## src/rtl/toy_riscv_execute_unit_macros.svh

```systemverilog
// Assertion macros shared by the execute unit RTL.
`ifndef TOY_RISCV_EXECUTE_UNIT_MACROS_SVH
`define TOY_RISCV_EXECUTE_UNIT_MACROS_SVH

// Checked on every clock edge outside reset.
`define TRX_ASSERT(lbl, prop, msg) \
  lbl: assert property (@(posedge clk) disable iff (!rst_n) (prop)) else $error(msg);

// Checked on every clock edge, reset included.
`define TRX_ASSERT_ALWAYS(lbl, prop, msg) \
  lbl: assert property (@(posedge clk) (prop)) else $error(msg);

`endif

```

## src/rtl/trx_pkg.sv

```systemverilog
// Shared types, opcodes and constants of the execute unit.
`default_nettype none
package trx_pkg;

  localparam int XLEN  = 32;
  localparam int IDX_W = 5;
  localparam int CMD_W = 3;

  localparam int DEF_CORE_NUMBER    = 0;
  localparam int DEF_REGISTER_COUNT = 32;

  localparam logic [CMD_W-1:0] CMD_ADD  = 3'd0;
  localparam logic [CMD_W-1:0] CMD_SUB  = 3'd1;
  localparam logic [CMD_W-1:0] CMD_SWAP = 3'd2;
  localparam logic [CMD_W-1:0] CMD_JAL  = 3'd3;
  localparam logic [CMD_W-1:0] CMD_BNE  = 3'd4;

  localparam logic [XLEN-1:0]  PC_STEP      = 32'd4;
  localparam logic [IDX_W-1:0] CORE_REG_IDX = 5'd3;

  typedef struct packed {
    logic             en;
    logic [IDX_W-1:0] idx;
    logic [XLEN-1:0]  val;
  } trx_wr_t;

  typedef struct packed {
    logic [CMD_W-1:0]       cmd;
    logic [IDX_W-1:0]       rd_idx;
    logic                   rd_v;
    logic [IDX_W-1:0]       rs1_idx;
    logic                   rs1_v;
    logic [IDX_W-1:0]       rs2_idx;
    logic                   rs2_v;
    logic signed [XLEN-1:0] offset;
    logic [XLEN-1:0]        inst_pc;
  } trx_item_t;

  typedef struct packed {
    logic [XLEN-1:0] next_pc;
    trx_wr_t         a;
    trx_wr_t         b;
    logic            jumped;
  } trx_res_t;

endpackage
`default_nettype wire

```

## src/rtl/trx_regfile.sv

```systemverilog
// Register file: synchronous memory, valid bits for reset values, write forwarding.
`default_nettype none
module trx_regfile
  import trx_pkg::*;
#(
  parameter int REGISTER_COUNT = DEF_REGISTER_COUNT,
  parameter int CORE_NUMBER    = DEF_CORE_NUMBER
) (
  input  logic             clk,
  input  logic             rst_n,
  input  logic             rd_en,
  input  logic [IDX_W-1:0] rd_idx0,
  input  logic [IDX_W-1:0] rd_idx1,
  input  trx_wr_t          wr,
  output logic [XLEN-1:0]  op0,
  output logic [XLEN-1:0]  op1
);

  localparam int AW = (REGISTER_COUNT > 1) ? $clog2(REGISTER_COUNT) : 1;
  localparam logic [IDX_W:0] CNT = (IDX_W+1)'(REGISTER_COUNT);

  function automatic logic [AW-1:0] to_addr(input logic [IDX_W-1:0] idx);
    if ({1'b0, idx} < CNT) return idx[AW-1:0];
    else return '0;
  endfunction

  function automatic logic [XLEN-1:0] reset_val(input logic [IDX_W-1:0] idx);
    if (idx == CORE_REG_IDX) return XLEN'(CORE_NUMBER);
    else return '0;
  endfunction

  logic [XLEN-1:0]           mem [REGISTER_COUNT];
  logic [REGISTER_COUNT-1:0] valid_r;
  logic [XLEN-1:0]           q0_r, q1_r;
  logic                      qv0_r, qv1_r;
  logic [IDX_W-1:0]          a0_r, a1_r;
  trx_wr_t                   fwd_r;
  logic [AW-1:0]             ra0, ra1, wa;

  assign ra0 = to_addr(rd_idx0);
  assign ra1 = to_addr(rd_idx1);
  assign wa  = to_addr(wr.idx);

  always_ff @(posedge clk) begin
    if (wr.en) mem[wa] <= wr.val;
    if (rd_en) begin
      q0_r  <= mem[ra0];
      q1_r  <= mem[ra1];
      qv0_r <= valid_r[ra0];
      qv1_r <= valid_r[ra1];
      a0_r  <= rd_idx0;
      a1_r  <= rd_idx1;
    end
  end

  // fwd_r always holds the newest write, the one a read at the same edge misses
  always_ff @(posedge clk) begin
    if (!rst_n) begin
      valid_r  <= '0;
      fwd_r.en <= 1'b0;
    end else if (wr.en) begin
      valid_r[wa] <= 1'b1;
      fwd_r       <= wr;
    end
  end

  always_comb begin
    if (fwd_r.en && fwd_r.idx == a0_r) op0 = fwd_r.val;
    else if (qv0_r) op0 = q0_r;
    else op0 = reset_val(a0_r);
    if (fwd_r.en && fwd_r.idx == a1_r) op1 = fwd_r.val;
    else if (qv1_r) op1 = q1_r;
    else op1 = reset_val(a1_r);
  end

endmodule
`default_nettype wire

```

## src/rtl/trx_alu.sv

```systemverilog
// Execute logic: operation decode, add/sub, swap, jump and branch resolution.
`default_nettype none
module trx_alu
  import trx_pkg::*;
(
  input  trx_item_t       item,
  input  logic [XLEN-1:0] op0,
  input  logic [XLEN-1:0] op1,
  input  logic [XLEN-1:0] pc,
  output trx_res_t        res
);

  always_comb begin
    res         = '0;
    res.next_pc = pc + PC_STEP;
    unique case (item.cmd) inside
      CMD_ADD, CMD_SUB: begin
        if (item.rd_v && item.rs1_v && item.rs2_v) begin
          res.a.en  = 1'b1;
          res.a.idx = item.rd_idx;
          res.a.val = (item.cmd == CMD_ADD) ? op0 + op1 : op0 - op1;
        end
      end
      CMD_SWAP: begin
        if (item.rs1_v && item.rs2_v) begin
          res.a.en  = 1'b1;
          res.a.idx = item.rs1_idx;
          res.a.val = op1;
          // a register swapped with itself reports one write only
          if (item.rs1_idx != item.rs2_idx) begin
            res.b.en  = 1'b1;
            res.b.idx = item.rs2_idx;
            res.b.val = op0;
          end
        end
      end
      CMD_JAL: begin
        if (item.rd_v) begin
          res.a.en    = 1'b1;
          res.a.idx   = item.rd_idx;
          res.a.val   = item.inst_pc + PC_STEP;
          res.next_pc = pc + item.offset;
          res.jumped  = 1'b1;
        end
      end
      CMD_BNE: begin
        // operands are rd and rs1 here
        if (item.rd_v && item.rs1_v && op0 != op1) begin
          res.next_pc = pc + item.offset;
          res.jumped  = 1'b1;
        end
      end
      default: ;
    endcase
  end

endmodule
`default_nettype wire

```

## src/rtl/toy_riscv_execute_unit.sv

```systemverilog
// Top level of the execute unit: accept, register read, execute, write back, output.
// Path: an accepted item waits in s1_item_r, then its result is registered in out_res_r,
// which drives out_*. Throughput: one item per cycle while out_ready allows; after a swap
//   that writes two registers, input is held off, since the register file memory has a single write port.
// Reset: synchronous, active low; registers read as zero (entry 3 as CORE_NUMBER)
//   until written, the PC clears to zero, and no item is held.
`default_nettype none
`include "toy_riscv_execute_unit_macros.svh"
module toy_riscv_execute_unit
  import trx_pkg::*;
#(
  parameter int CORE_NUMBER    = DEF_CORE_NUMBER,
  parameter int REGISTER_COUNT = DEF_REGISTER_COUNT
) (
  input  logic                   clk,
  input  logic                   rst_n,
  input  logic                   in_valid,
  output logic                   in_ready,
  input  logic [CMD_W-1:0]       in_cmd,
  input  logic [IDX_W-1:0]       in_rd_index,
  input  logic                   in_rd_ok,
  input  logic [IDX_W-1:0]       in_rs1_index,
  input  logic                   in_rs1_ok,
  input  logic [IDX_W-1:0]       in_rs2_index,
  input  logic                   in_rs2_ok,
  input  logic signed [XLEN-1:0] in_offset,
  input  logic [XLEN-1:0]        in_inst_pc,
  output logic                   out_valid,
  input  logic                   out_ready,
  output logic [XLEN-1:0]        out_next_pc,
  output logic                   out_write_a_en,
  output logic [IDX_W-1:0]       out_write_a_index,
  output logic signed [XLEN-1:0] out_write_a_value,
  output logic                   out_write_b_en,
  output logic [IDX_W-1:0]       out_write_b_index,
  output logic signed [XLEN-1:0] out_write_b_value,
  output logic                   out_jumped
);

  localparam logic [IDX_W:0] CNT = (IDX_W+1)'(REGISTER_COUNT);

  logic            s1_v_r;
  trx_item_t       s1_item_r;
  trx_item_t       in_item;
  trx_res_t        res;
  trx_res_t        out_res_r;
  logic            out_v_r;
  trx_wr_t         pend_r, pend_nxt;
  trx_wr_t         wr;
  logic [XLEN-1:0] pc_r, pc_nxt;
  logic [XLEN-1:0] op0, op1;
  logic            s1_fire, in_fire;
  logic            in_bne;

  always_comb begin
    in_item.cmd     = in_cmd;
    in_item.rd_idx  = in_rd_index;
    in_item.rd_v    = in_rd_ok && ({1'b0, in_rd_index} < CNT);
    in_item.rs1_idx = in_rs1_index;
    in_item.rs1_v   = in_rs1_ok && ({1'b0, in_rs1_index} < CNT);
    in_item.rs2_idx = in_rs2_index;
    in_item.rs2_v   = in_rs2_ok && ({1'b0, in_rs2_index} < CNT);
    in_item.offset  = in_offset;
    in_item.inst_pc = in_inst_pc;
  end

  assign in_bne   = (in_cmd == CMD_BNE);
  assign s1_fire  = s1_v_r && (!out_v_r || out_ready);
  // hold off input while the second write of a swap drains
  assign in_ready = (!s1_v_r || s1_fire) && !(s1_fire && res.b.en);
  assign in_fire  = in_valid && in_ready;

  trx_regfile #(
    .REGISTER_COUNT(REGISTER_COUNT),
    .CORE_NUMBER   (CORE_NUMBER)
  ) u_regfile (
    .clk    (clk),
    .rst_n  (rst_n),
    .rd_en  (in_fire),
    .rd_idx0(in_bne ? in_rd_index : in_rs1_index),
    .rd_idx1(in_bne ? in_rs1_index : in_rs2_index),
    .wr     (wr),
    .op0    (op0),
    .op1    (op1)
  );

  trx_alu u_alu (
    .item(s1_item_r),
    .op0 (op0),
    .op1 (op1),
    .pc  (pc_r),
    .res (res)
  );

  always_comb begin
    if (s1_fire) begin
      wr    = res.a;
      wr.en = res.a.en;
    end else begin
      wr = pend_r;
    end
    pend_nxt    = res.b;
    pend_nxt.en = s1_fire && res.b.en;
    pc_nxt      = s1_fire ? res.next_pc : pc_r;
  end

  always_ff @(posedge clk) begin
    if (!rst_n) begin
      s1_v_r    <= 1'b0;
      out_v_r   <= 1'b0;
      pend_r.en <= 1'b0;
      pc_r      <= '0;
    end else begin
      pend_r <= pend_nxt;
      pc_r   <= pc_nxt;
      if (in_fire) s1_v_r <= 1'b1;
      else if (s1_fire) s1_v_r <= 1'b0;
      if (s1_fire) out_v_r <= 1'b1;
      else if (out_ready) out_v_r <= 1'b0;
    end
  end

  always_ff @(posedge clk) begin
    if (in_fire) s1_item_r <= in_item;
    if (s1_fire) out_res_r <= res;
  end

  assign out_valid         = out_v_r;
  assign out_next_pc       = out_res_r.next_pc;
  assign out_write_a_en    = out_res_r.a.en;
  assign out_write_a_index = out_res_r.a.idx;
  assign out_write_a_value = $signed(out_res_r.a.val);
  assign out_write_b_en    = out_res_r.b.en;
  assign out_write_b_index = out_res_r.b.idx;
  assign out_write_b_value = $signed(out_res_r.b.val);
  assign out_jumped        = out_res_r.jumped;

  `TRX_ASSERT(a_pend_excl, !(pend_r.en && s1_v_r), "pending swap write overlaps an item")
  `TRX_ASSERT(a_swap_drain, (s1_fire && res.b.en) |=> (pend_r.en && !s1_v_r), "swap write lost")
  `TRX_ASSERT(a_pc_hold, !s1_fire |=> $stable(pc_r), "PC moved without a completed item")
  `TRX_ASSERT_ALWAYS(a_rst_out, !rst_n |=> (!out_valid && !s1_v_r), "item held after reset")

endmodule
`default_nettype wire
```

## config.mk

```make
export PLATFORM = sky130hd
export DESIGN_NAME = toy_riscv_execute_unit
export DESIGN_NICKNAME = d
export VERILOG_FILES = /design/src/rtl/trx_pkg.sv /design/src/rtl/trx_regfile.sv /design/src/rtl/trx_alu.sv /design/src/rtl/toy_riscv_execute_unit.sv
export VERILOG_INCLUDE_DIRS = /design/src /design/src/rtl
export SDC_FILE = /design/constraint.sdc
export NUM_CORES = 2
export LEC_CHECK = 0
export BUFFER_PORTS_ARGS = -buffer_cell sky130_fd_sc_hd__buf_2
export CORE_MARGIN = 2
export CORE_UTILIZATION = 60
export CTS_CLUSTER_DIAMETER = 30
export CTS_CLUSTER_SIZE = 14
export DETAILED_ROUTE_END_ITERATION = 7
export PLACE_DENSITY = 0.77
export SKIP_CTS_REPAIR_TIMING = 1
export SYNTH_ARGS = -nofsm -noshare
export SYNTH_HDL_FRONTEND = slang
export SYNTH_HIERARCHICAL = 1
export SYNTH_SLANG_ARGS = --single-unit
```

## constraint.sdc

```tcl
create_clock -name clk -period 17.08 [get_ports clk]
set_input_delay 2.562 -clock clk [delete_from_list [all_inputs] [get_ports clk]]
set_output_delay 2.562 -clock clk [all_outputs]
set_load 0.02 [all_outputs]
```

==> results.txt <==
Outcome -> finished, final reports clean
Post-synth top flop -> edfxtp_1
Drt total wl -> 223 mm
Routed vias -> 51200
GR Util met1 -> 48.7%
Switching part of the total power -> 24.4%
Port buffer count -> 199
Max Cap Viol -> 0
Post-synthesis cell type count -> 86
Die Wd -> 348 um
Comb power frac -> 9.7%
Syn nets -> 5587
First-pass GRT wire length -> 323 mm
Required time of the critical path -> 17680 ps
1st-pass router iterations -> 8
Initial core utilization -> 60.3%
Design Power -> 10.5 mW
FMAX -> 0.146 GHz
Most common cell after layout, fill and taps aside -> edfxtp_1
RSZ-0062 raised after global routing -> false
Worst Skew -> 72.9 ps
Busiest grt layer -> met2
FF+latch count, synth -> 1436
Vias in the first global route -> 50200
TritonCTS Buffers -> 302
Die Y -> 348 um
Initial antenna violation count -> 18
DR iter-0 viols -> 8318
Vias/cell -> 6.93
Hpwl dp -> 116 mm
Worst flop-to-flop path startpoint -> u_regfile/fwd_r[34]$_DFFE_PP_
Cell class contributing the biggest share of worst-path delay -> buffers and inverters
Clock root buffer -> clkbuf_16
Worst skew pair latency -> 900 ps
Setup violators final -> 0
# DRC -> 0
Ys async rst share -> 0%
Fin nets -> 5814
CTS tree -> built
Floorplan core area -> 0.118 mm2
CP max stage cell -> buf_4
Relative slew slack -> 22.2%
Fin worst setup slack -> 10240 ps
Sequential share of the synthesized area -> 59.7%
Pin count of the biggest net entering global routing -> 133
Slowest stage delay, CP -> 870 ps
Pwr dens -> 127 mW/mm2
Critical path arrival -> 7440 ps
Grt ovf -> 0
Tmin final -> 6840 ps
Synth warnings -> 6
Max clock buf depth -> 4
Syn Inst Count -> 5399
Sequential Power Share -> 37.8%
Setup crit end kind -> register
Global-route track usage on met3 -> 9.86%
Slew Viols, Final -> 0
Layout area overhead -> 16.5%
HP Class -> register to register
Period utilisation layout -> 40.1%
FF-to-FF path depth -> 16
Worst-path clk slew -> 50 ps
Io pins -> 200
Share of cells above drive strength 1 -> 15.0%
Reg2reg end -> u_regfile/mem[9][30]$_DFFE_PP_
Setup crit start kind -> input pin
Number of enable flip-flop cells after synthesis -> 1368
Layout Cells excl Fill -> 7391
Internal power -> 7.96 mW
Sink Count -> 1436
Peak supply drop -> 0.000109 V
Hold path start -> pc_r[30]$_SDFFE_PN0P_
GR Layer Usage met2 -> 54.1%
Worst hold path endpoint -> pc_r[30]$_SDFFE_PN0P_
Clock Power Share -> 52.6%
CP Max Fanout -> 83
Switching pwr -> 2.57 mW
Average size of a mapped cell -> 13.2 um2
Area of the die -> 0.121 mm2
Final setup TNS -> 0 ps
Critical path cell sequence -> buf_2 -> nor3b_2 -> buf_4 -> mux2_8 -> buf_4 -> buf_4 -> buf_4 -> mux2i_1 -> a22oi_1 -> nand3_1 -> nand4_1
DR WL/cell -> 30.2 um
Gpl congestion -> 0.947
Top cell by count, worst path -> buf_4
Final ANT Viol Nets -> 0
Fin. Hold Viols -> 0
Htree depth -> 5
Hold Path Depth -> 2
Cell row count -> 126
Slew @ Worst Pin -> 1170 ps
Kind of critical path -> input pin to register
Leading cell types in the layout, fill and taps excluded -> edfxtp_1 (1368), mux2i_1 (1100), nand2_1 (422)
Buf/Inv on CP -> 5
Worst slack, placed -> 9610 ps
Hold Slack -> 477 ps
R2R setup slack -> 11270 ps
Leakage power -> 31.4 nW
Synthesized area -> 0.0711 mm2
Placed cells -> 6858
Total GRT Usage -> 36.1%
[power groups by stage]
| stage | Clock, mW | Combinational [mW] | Sequential, mW |
|---|---|---|---|
| after floorplan | 0 | 0.681 | 4.03 |
| after global placement | 0 | 0.964 | 4.03 |
| after detailed placement | 0 | 0.973 | 4.04 |
| after CTS | 5.56 | 0.981 | 3.97 |
| after global routing | 5.74 | 1.06 | 3.98 |
| final | 5.54 | 1.02 | 3.98 |
[worst register-to-register path, stage by stage, from the launching register on]
cell      delay [ps]
edfxtp_1         430
xor2_1           170
nor4_1           350
and3_2           240
buf_4            450
o21ai_0          460
ha_1             640
nor2_2           100
a211oi_2         320
o311ai_1         180
a2111o_1         440
a311oi_2         440
o211ai_1         220
a32oi_1          330
xnor2_1          160
o21ai_1          110
mux2_4           420
[sequential cells by signal, summed over array words and instances, names as in the netlist]
name and count:
out_jumped 1, out_next_pc 32, out_valid 1, out_write_a_en 1, out_write_a_index 5, out_write_a_value 32, out_write_b_en 1, out_write_b_index 5
out_write_b_value 32, pc_r 32, pend_r 38, s1_item_r 85, s1_v_r 1, u_regfile/a0_r 5, u_regfile/a1_r 5, u_regfile/fwd_r 38
u_regfile/mem 1024, u_regfile/q0_r 32, u_regfile/q1_r 32, u_regfile/qv0_r 1, u_regfile/qv1_r 1, u_regfile/valid_r 32
[per-layer routing]
layer / share of wire [%] / vias up
li1: - / 21400
met5: 0.017 / -
met1: 37 / 25000
met2: 44 / 3991
met3: 14 / 761
met4: 4.7 / 6
[worst max path at each step]
stage,startpoint,end,slack [ps],cells past startpoint
after CTS,in_cmd[1],u_regfile/q1_r[13]$_DFFE_PP_,10440,11
final,in_cmd[1],u_regfile/q1_r[13]$_DFFE_PP_,10240,11
after global placement,in_cmd[1],u_regfile/q1_r[13]$_DFFE_PP_,9760,11
after global routing,in_cmd[1],u_regfile/q1_r[13]$_DFFE_PP_,10140,11
after floorplan,out_ready,s1_item_r[0]$_DFFE_PP_,9640,3
after detailed placement,in_cmd[1],u_regfile/q1_r[13]$_DFFE_PP_,9610,11
[cells in the mapped netlist (all sizes together) (21+ instances only)]
cell	count	area share, %
ha	96	1.7
nand3	294	2.1
clkbuf	138	0.75
a22o	71	0.88
mux2	51	1.0
edfxtp	1368	58
a21oi	240	1.7
o21ai	150	1.1
dfxtp	68	1.9
xor2	50	0.62
xnor2	68	0.84
buf	224	2.1
nor3	59	0.42
and3	21	0.18
a22oi	356	3.8
a31oi	42	0.38
and2	55	0.49
a21o	25	0.26
o21a	42	0.44
inv	70	0.37
nand2	423	2.2
nor2	122	0.65
mux2i	1100	15
nand4	54	0.48
[layout make-up]
class	instances	area, um2
Inverter	70	263
Clock inverter	175	1740
Clock buffer	351	7940
Antenna cell	7	17.5
Fill cell	7653	35000
Timing Repair Buffer	285	1720
Tap cell	1536	1920
Sequential cell	1436	42400
Multi-Input combinational cell	3531	26700
[stage by stage]
step / area (um2) / utilization (%)
floorplan: 71100 / -
finish: 82800 / 70.3
CTS: 82800 / 70.3
global route: 82800 / 70.3
detailed placement: 73100 / 62.1
global placement: 73100 / 62.1
[logic make-up (layout without fill, tap and decap cells)]
family / after synthesis / after routing / share of synthesized area, %
DFF: 1436 / 1436 / 59.7
muxes: 1151 / 1151 / 16.5
and+or+nand+nor: 1120 / 1120 / 7.45
AOI/OAI and AO/OA: 1043 / 1043 / 9.88
buffers and inverters: 432 / 881 / 3.20
xor gates and xnor gates: 118 / 118 / 1.45
adders and majority gates: 99 / 99 / 1.77
other: 0 / 7 / 0
(Power assumes the default switching activity.)
